===== src/rtl/jmsc_pkg.sv =====
`timescale 1ns / 1ps
// ----------------------------------------------------------------------------
// jmsc_pkg
// Shared types and constants for the JPEG marker structure checker.
// ----------------------------------------------------------------------------
package jmsc_pkg;

  // marker and stuffing byte values
  localparam logic [7:0] BYTE_FF  = 8'hFF;
  localparam logic [7:0] BYTE_SOI = 8'hD8;
  localparam logic [7:0] BYTE_EOI = 8'hD9;
  localparam logic [7:0] BYTE_SOS = 8'hDA;
  localparam logic [7:0] BYTE_RST = 8'hD0;
  localparam logic [7:0] BYTE_00  = 8'h00;

  // config register address (word index)
  localparam logic ADDR_FAST_ACCEPT = 1'b0;

  // parser phase, one-hot
  typedef enum logic [6:0] {
    PH_SOI_A  = 7'b0000001,
    PH_SOI_B  = 7'b0000010,
    PH_MARK   = 7'b0000100,
    PH_LEN_HI = 7'b0001000,
    PH_LEN_LO = 7'b0010000,
    PH_SKIP   = 7'b0100000,
    PH_DRAIN  = 7'b1000000
  } phase_t;

  // verdict codes
  typedef enum logic [2:0] {
    V_EOI     = 3'd0,
    V_FAST    = 3'd1,
    V_NO_SOI  = 3'd2,
    V_STRAY   = 3'd3,
    V_TRUNC   = 3'd4,
    V_BAD_LEN = 3'd5
  } verdict_t;

  // parser state carried from item to item
  typedef struct packed {
    phase_t      phase;
    logic        held_valid;
    logic        scan_active;
    logic        segment_is_sos;
    logic [7:0]  length_high;
    logic [15:0] skip_remaining;
  } parse_state_t;

  // result of one step
  typedef struct packed {
    logic     valid;
    verdict_t code;
  } step_result_t;

  localparam parse_state_t STATE_RESET = '{
    phase:          PH_SOI_A,
    held_valid:     1'b0,
    scan_active:    1'b0,
    segment_is_sos: 1'b0,
    length_high:    8'h00,
    skip_remaining: 16'h0000
  };

endpackage


===== src/rtl/jmsc_cfg.sv =====
`timescale 1ns / 1ps
// ----------------------------------------------------------------------------
// jmsc_cfg
// APB-style register port holding the fast_accept control bit.
// ----------------------------------------------------------------------------
module jmsc_cfg (
  input  logic        clk,
  input  logic        rst,
  input  logic        psel,
  input  logic        penable,
  input  logic        pwrite,
  input  logic [2:0]  paddr,
  input  logic [31:0] pwdata,
  output logic [31:0] prdata,
  output logic        pready,
  output logic        fast_accept
);

  logic wr_en;
  logic hit;

  // decode
  assign pready = 1'b1;
  assign hit    = (paddr[2] == jmsc_pkg::ADDR_FAST_ACCEPT);
  assign wr_en  = psel && penable && pwrite && pready && hit;

  // register
  always_ff @(posedge clk) begin
    if (rst) begin
      fast_accept <= 1'b0;
    end else if (wr_en) begin
      fast_accept <= pwdata[0];
    end
  end

  // read back
  assign prdata = hit ? {31'b0, fast_accept} : 32'b0;

endmodule


===== src/rtl/jmsc_step.sv =====
`timescale 1ns / 1ps
// ----------------------------------------------------------------------------
// jmsc_step
// Next-state and verdict logic for one byte of the stream.
// ----------------------------------------------------------------------------
module jmsc_step (
  input  jmsc_pkg::parse_state_t st,
  input  logic [7:0]             data_byte,
  input  logic                   last_byte,
  input  logic                   fast_accept,
  output jmsc_pkg::parse_state_t st_next,
  output jmsc_pkg::step_result_t res
);

  logic        seg_done;
  logic        was_drain;
  logic [15:0] size;
  logic [15:0] rem_dec;
  logic        is_ff;
  logic        is_rst_sa;

  assign is_ff     = (data_byte == jmsc_pkg::BYTE_FF);
  assign size      = {st.length_high, data_byte};
  assign rem_dec   = (st.skip_remaining != 16'd0) ? (st.skip_remaining - 16'd1) : 16'd0;
  // standalone markers D0..D8 carry no length
  assign is_rst_sa = (data_byte >= jmsc_pkg::BYTE_RST) && (data_byte < jmsc_pkg::BYTE_EOI);

  always_comb begin
    st_next   = st;
    res.valid = 1'b0;
    res.code  = jmsc_pkg::V_EOI;
    seg_done  = 1'b0;
    was_drain = 1'b0;

    // per-phase byte handling
    unique case (st.phase)
      jmsc_pkg::PH_SOI_A: begin
        if (is_ff) st_next.phase = jmsc_pkg::PH_SOI_B;
        else begin
          res.valid = 1'b1;
          res.code  = jmsc_pkg::V_NO_SOI;
        end
      end
      jmsc_pkg::PH_SOI_B: begin
        if (data_byte == jmsc_pkg::BYTE_SOI) begin
          st_next.phase      = jmsc_pkg::PH_MARK;
          st_next.held_valid = 1'b0;
        end else begin
          res.valid = 1'b1;
          res.code  = jmsc_pkg::V_NO_SOI;
        end
      end
      jmsc_pkg::PH_MARK: begin
        if (!st.held_valid) begin
          if (is_ff) st_next.held_valid = 1'b1;
          else if (!st.scan_active) begin
            res.valid = 1'b1;
            res.code  = jmsc_pkg::V_STRAY;
          end
        end else if (is_ff) begin
          // fill byte, window slides
        end else if (data_byte == jmsc_pkg::BYTE_EOI) begin
          res.valid = 1'b1;
          res.code  = jmsc_pkg::V_EOI;
        end else if ((st.scan_active && data_byte == jmsc_pkg::BYTE_00) || is_rst_sa) begin
          st_next.held_valid = 1'b0;
        end else begin
          st_next.held_valid     = 1'b0;
          st_next.segment_is_sos = (data_byte == jmsc_pkg::BYTE_SOS);
          st_next.phase          = jmsc_pkg::PH_LEN_HI;
        end
      end
      jmsc_pkg::PH_LEN_HI: begin
        st_next.length_high = data_byte;
        st_next.phase       = jmsc_pkg::PH_LEN_LO;
      end
      jmsc_pkg::PH_LEN_LO: begin
        if (size < 16'd2) begin
          res.valid = 1'b1;
          res.code  = jmsc_pkg::V_BAD_LEN;
        end else begin
          st_next.skip_remaining = size - 16'd2;
          if (size == 16'd2) seg_done = 1'b1;
          else st_next.phase = jmsc_pkg::PH_SKIP;
        end
      end
      jmsc_pkg::PH_SKIP: begin
        st_next.skip_remaining = rem_dec;
        if (rem_dec == 16'd0) seg_done = 1'b1;
      end
      default: begin
        was_drain = 1'b1;
      end
    endcase

    // segment fully skipped
    if (seg_done) begin
      st_next.phase      = jmsc_pkg::PH_MARK;
      st_next.held_valid = 1'b0;
      if (st.segment_is_sos) begin
        st_next.segment_is_sos = 1'b0;
        if (fast_accept) begin
          res.valid = 1'b1;
          res.code  = jmsc_pkg::V_FAST;
        end else begin
          st_next.scan_active = 1'b1;
        end
      end
    end

    // end of stream without a verdict
    if (!res.valid && last_byte && !was_drain) begin
      res.valid = 1'b1;
      res.code  = jmsc_pkg::V_TRUNC;
    end

    // restart or drain
    if (last_byte) st_next = jmsc_pkg::STATE_RESET;
    else if (res.valid) st_next.phase = jmsc_pkg::PH_DRAIN;
  end

endmodule


===== src/rtl/jpeg_marker_structure_check.sv =====
`timescale 1ns / 1ps
// ----------------------------------------------------------------------------
// jpeg_marker_structure_check
// Checks a byte stream for JPEG marker structure and gives one verdict.
// ----------------------------------------------------------------------------
// Usage:
//   Bytes enter on the input channel (data_byte, last_byte) under
//   in_valid/in_ready, one item per byte; last_byte marks the end of a stream.
//   Each stream yields exactly one verdict item (is_jpeg, verdict_code) on the
//   output channel under out_valid/out_ready, on EOI, on a failure, on a fast
//   accept at SOS, or on the final byte.
//   A verdict is registered in the result register after the byte that causes
//   it has been taken into the input register (input register, then result register).
//   Throughput: one byte per cycle; the per-byte compare and the 16-bit skip
//   counter update fit between the input register and the result register.
//   When the receiver stalls, the result register holds and the input
//   register fills; in_ready drops only while both are occupied.
//   Reset (rst, synchronous) empties both registers, returns the parser to
//   expect SOI and clears fast_accept. The user must write fast_accept (APB,
//   address 0) only while the block is idle; the block does not enforce this.
// ----------------------------------------------------------------------------
module jpeg_marker_structure_check (
  input  logic        clk,
  input  logic        rst,
  // byte input
  input  logic        in_valid,
  output logic        in_ready,
  input  logic [7:0]  data_byte,
  input  logic        last_byte,
  // verdict output
  output logic        out_valid,
  input  logic        out_ready,
  output logic        is_jpeg,
  output logic [2:0]  verdict_code,
  // config port
  input  logic        psel,
  input  logic        penable,
  input  logic        pwrite,
  input  logic [2:0]  paddr,
  input  logic [31:0] pwdata,
  output logic [31:0] prdata,
  output logic        pready
);

  logic                   fast_accept;
  logic                   s1_valid;
  logic [7:0]             s1_byte;
  logic                   s1_last;
  logic                   advance;
  jmsc_pkg::parse_state_t st;
  jmsc_pkg::parse_state_t st_next;
  jmsc_pkg::step_result_t res;

  // config register
  jmsc_cfg u_cfg (
    .clk         (clk),
    .rst         (rst),
    .psel        (psel),
    .penable     (penable),
    .pwrite      (pwrite),
    .paddr       (paddr),
    .pwdata      (pwdata),
    .prdata      (prdata),
    .pready      (pready),
    .fast_accept (fast_accept)
  );

  // byte step logic
  jmsc_step u_step (
    .st          (st),
    .data_byte   (s1_byte),
    .last_byte   (s1_last),
    .fast_accept (fast_accept),
    .st_next     (st_next),
    .res         (res)
  );

  // handshake
  assign advance  = !out_valid || out_ready;
  assign in_ready = !s1_valid || advance;

  // input register
  always_ff @(posedge clk) begin
    if (rst) begin
      s1_valid <= 1'b0;
    end else if (in_ready) begin
      s1_valid <= in_valid;
    end
  end

  always_ff @(posedge clk) begin
    if (in_ready && in_valid) begin
      s1_byte <= data_byte;
      s1_last <= last_byte;
    end
  end

  // parser state and result register
  always_ff @(posedge clk) begin
    if (rst) begin
      st        <= jmsc_pkg::STATE_RESET;
      out_valid <= 1'b0;
    end else if (advance) begin
      out_valid <= s1_valid && res.valid;
      if (s1_valid) st <= st_next;
    end
  end

  always_ff @(posedge clk) begin
    if (advance && s1_valid && res.valid) begin
      verdict_code <= res.code;
      is_jpeg      <= (res.code == jmsc_pkg::V_EOI) || (res.code == jmsc_pkg::V_FAST);
    end
  end

  // checks
  a_reset_state: assert property (@(posedge clk)
    $past(rst) |-> (st.phase == jmsc_pkg::PH_SOI_A) && !out_valid && !s1_valid)
    else $error("state not cleared after reset");

  a_is_jpeg_match: assert property (@(posedge clk) disable iff (rst)
    out_valid |-> (is_jpeg == ((verdict_code == jmsc_pkg::V_EOI) ||
                               (verdict_code == jmsc_pkg::V_FAST))))
    else $error("is_jpeg disagrees with verdict_code");

  a_code_range: assert property (@(posedge clk) disable iff (rst)
    out_valid |-> (verdict_code <= jmsc_pkg::V_BAD_LEN))
    else $error("verdict_code out of range");

  a_skip_nonzero: assert property (@(posedge clk) disable iff (rst)
    (st.phase == jmsc_pkg::PH_SKIP) |-> (st.skip_remaining != 16'd0))
    else $error("skip phase with empty skip count");

  a_stall_holds_state: assert property (@(posedge clk) disable iff (rst)
    !advance |=> $stable(st))
    else $error("parser state changed while result stalled");

endmodule

===== config.mk =====
export PLATFORM = sky130hd
export DESIGN_NAME = jpeg_marker_structure_check
export DESIGN_NICKNAME = d
export VERILOG_FILES = /design/src/rtl/jmsc_pkg.sv /design/src/rtl/jmsc_cfg.sv /design/src/rtl/jmsc_step.sv /design/src/rtl/jpeg_marker_structure_check.sv
export SDC_FILE = /design/constraint.sdc
export NUM_CORES = 1
export LEC_CHECK = 0
export BUFFER_PORTS_ARGS = -buffer_cell sky130_fd_sc_hd__buf_2
export CAP_MARGIN = 0
export CORE_MARGIN = 8
export CORE_UTILIZATION = 30
export CTS_CLUSTER_SIZE = 28
export DETAILED_ROUTE_END_ITERATION = 7
export PLACE_DENSITY_LB_ADDON = 0.08
export SLEW_MARGIN = 15
export SYNTH_ARGS = -nofsm -noshare
export SYNTH_HDL_FRONTEND = slang
export SYNTH_SLANG_ARGS = --single-unit

===== constraint.sdc =====
create_clock -name clk -period 7.9 [get_ports clk]
set_input_delay 1.58 -clock clk [delete_from_list [all_inputs] [get_ports clk]]
set_output_delay 1.58 -clock clk [all_outputs]
set_load 0.02 [all_outputs]

==> metrics.txt <==
sort of element at the start of the critical path primary input; post-detailed-placement half-perimeter wirelength 7980 um; clock skew 0.00329 ns; Layout fillers 1312; count of instances resized after the clock tree is built 0; number of pins exceeding their max-slew limit in the final report 0; signed area change from the synthesized netlist to the final layout 6.18%; mean area per synthesized cell 7.89 um^2; remaining antenna violation count 0; Clk pin slew, worst setup/hold paths 0.07 ns; final critical-path share of the clock period 48.7%; Hold Crit Class reg -> reg; post-synthesis sequential area ratio 31.0%; fmax 0.260 GHz; Die Span Y 126 um; Die X 126 um; Switching Power 181 uW; largest area contributor in the synthesized netlist sky130_fd_sc_hd__dfxtp_1; Synth top cells by count sky130_fd_sc_hd__nor2_1, sky130_fd_sc_hd__nand2_1, sky130_fd_sc_hd__dfxtp_1; Hold Violations, Final 0; wire length of the first global-routing pass 16800 um; CP required 6.32 ns; Comb power frac 14.6%; clock buffer depth 2; layout cell share with drive strength beyond 1 10.9%; Pre-Repair DR Iteration Count 4; data arrival time of the worst path 2.26 ns; synthesis warning total 0; slew at the pin closest to its max-slew limit 0.934 ns; Inserted Clock Buffers 5; footprint of the flip-flops and latches 1130 um^2; outcome complete, no violations; core area 12000 um^2; Global Route Usage Sum 13.3%; TritonCTS sink count 50; via count of the first global-routing pass 3037; Critical Path, Cell by Cell buf_2 -> nor2b_1 -> nand2_1 -> buf_2; most instantiated library cell after synthesis sky130_fd_sc_hd__nor2_1; worst supply voltage drop on vdd 0.0726 mV; cell with the largest stage delay on the worst path sky130_fd_sc_hd__nor2b_1; max incr delay on CP 0.30 ns; Area contributors post-synth sky130_fd_sc_hd__dfxtp_1, sky130_fd_sc_hd__edfxtp_1, sky130_fd_sc_hd__buf_4, sky130_fd_sc_hd__nor2_1, sky130_fd_sc_hd__nand2_1; post-detailed-placement cell area 3720 um^2; total of endpoints with negative setup slack in the final report 0; power density of the placed cells 155 nW/um^2; initial core utilization 30.5%; type of the worst setup path in -> out; Top cell by count, worst path sky130_fd_sc_hd__buf_2; DRC 0; Power, Total 600 uW; switching part of the total 30.2%; Crit. End Element output port; total internal power 419 uW; Die ar. 15900 um^2; io pins 90; post-synthesis sequential element count 50; CTS tree done; number of inserted diodes 0; relative contribution of sequential cells to total power 46.8%; Yosys top cell area share 20.3%; total area of multi-input combinational cells 2210 um^2; Post-layout nets 521; number of buffers inserted by port buffering 24; setup_tns 0 ns; critical-path maximum fanout 6; distinct cell type count after synthesis 66; relative contribution of the clock network to total power 38.6%; number of max-cap violations 0; Via-to-Cell Ratio 5.32; Synth async-reset ratio 0%; Synth Flop Type sky130_fd_sc_hd__dfxtp_1; min cycle time layout 3.84 ns; Root Buffer Master sky130_fd_sc_hd__clkbuf_16; standby leakage power 0.00150 uW; clock latency on the worst-skew pair 0.31 ns; number of hold buffers added after cts 0; average wire per cell in the routed design 17.2 um; RSZ-0062 raised after global routing false; gpl congestion 0.836; synthesized instance count 462; Post-Layout Inst Area 3870 um^2; number of antenna violations at the first check in global routing 0; combined area of all synthesized cells 3640 um^2; routed wire length 10600 um; num rows 40; routed via count 3268; Overflow after GRT 0; violation count after the first detailed-route iteration 240; setup bufs post-CTS 0; maximum number of pins on one net before global-route repair 33; CTS H-tree lvls 2; count of flip-flops with a built-in enable after synthesis 13; Rel. slew slack 37.7%
[sequential cells by signal, indices dropped and copies added (netlist names)]
name and flops:
is_jpeg 1, u_cfg.fast_accept 1, s1_last 1, verdict_code 3, s1_valid 1, out_valid 1, st 34, s1_byte 8
[layout by cell type, fill, tap and decap left out, drive strengths merged, types with 16 or more instances in the layout]
cell type	count
a21oi	17
a22oi	16
buf	26
conb	32
dfxtp	37
inv	16
nand2	38
nand3	17
nor2	53
nor3	21
nor4	17
o21ai	21
[critical path, delay by kind of cell]
kind | cells | cell delay (ns)
buffers and inverters | 2 | 0.26
AND/OR/NAND/NOR | 2 | 0.41
[power by group through the flow]
stage / logic [uW] / registers (uW) / clock network (uW)
finish: 87.4 / 281 / 232
global route: 96.0 / 282 / 249
CTS: 87.2 / 281 / 242
detailed placement: 86.8 / 287 / 0
global placement: 87.5 / 287 / 0
floorplan: 80.0 / 282 / 0
[per-layer routing]
layer,wire [um],track usage (%),vias to the layer above
li1,-,-,1632
met1,4960,17.0,1531
met2,4900,20.9,90
met3,506,3.00,15
met4,218,5.87,0
met5,0,0,-
[cells by family (layout without fill, tap and decap cells)]
group	Yosys count	after routing	synth area share, %
multiplexers	6	6	1.65
flip-flops	50	50	31.0
adder cells (fa/ha/maj)	4	4	1.37
AND/OR/NAND/NOR	203	203	29.5
XOR/XNOR	25	25	6.01
buffers and inverters	73	48	11.6
other	2	32	0.206
AO/OA/AOI/OAI	99	99	18.6
[worst paths after layout]
path | from | slack (ns) | cells after the start | to
worst min-delay path | st[33] | 0.51 | 2 | st[33]
worst max register to register | st[0] | 4.42 | 9 | verdict_code[0]
worst max-delay path | out_ready | 4.06 | 4 | in_ready
worst min register to register | st[33] | 0.51 | 2 | st[33]
[metrics by stage]
step,utilization (%),cells,setup WS (ns),hold WS [ns]
4_1_cts,32.4,614,4.07,0.499
3_3_place_gp,31.1,606,4.09,0.481
5_1_grt,32.4,614,4.00,0.507
3_5_place_dp,31.1,606,4.07,0.488
2_1_floorplan,-,492,4.30,0.451
6_report,32.4,614,4.06,0.510
[cell type report]
| cell class | count | share of cell area (%) |
|---|---|---|
| multi-input combinational | 369 | 57.2 |
| sequential | 50 | 29.2 |
| tap | 147 | 4.75 |
| timing repair buffer | 26 | 3.49 |
| clock buffer | 5 | 3.23 |
| inverter | 14 | 1.36 |
| clock inverter | 3 | 0.744 |
Note: power is estimated with default switching activity, not from simulation.
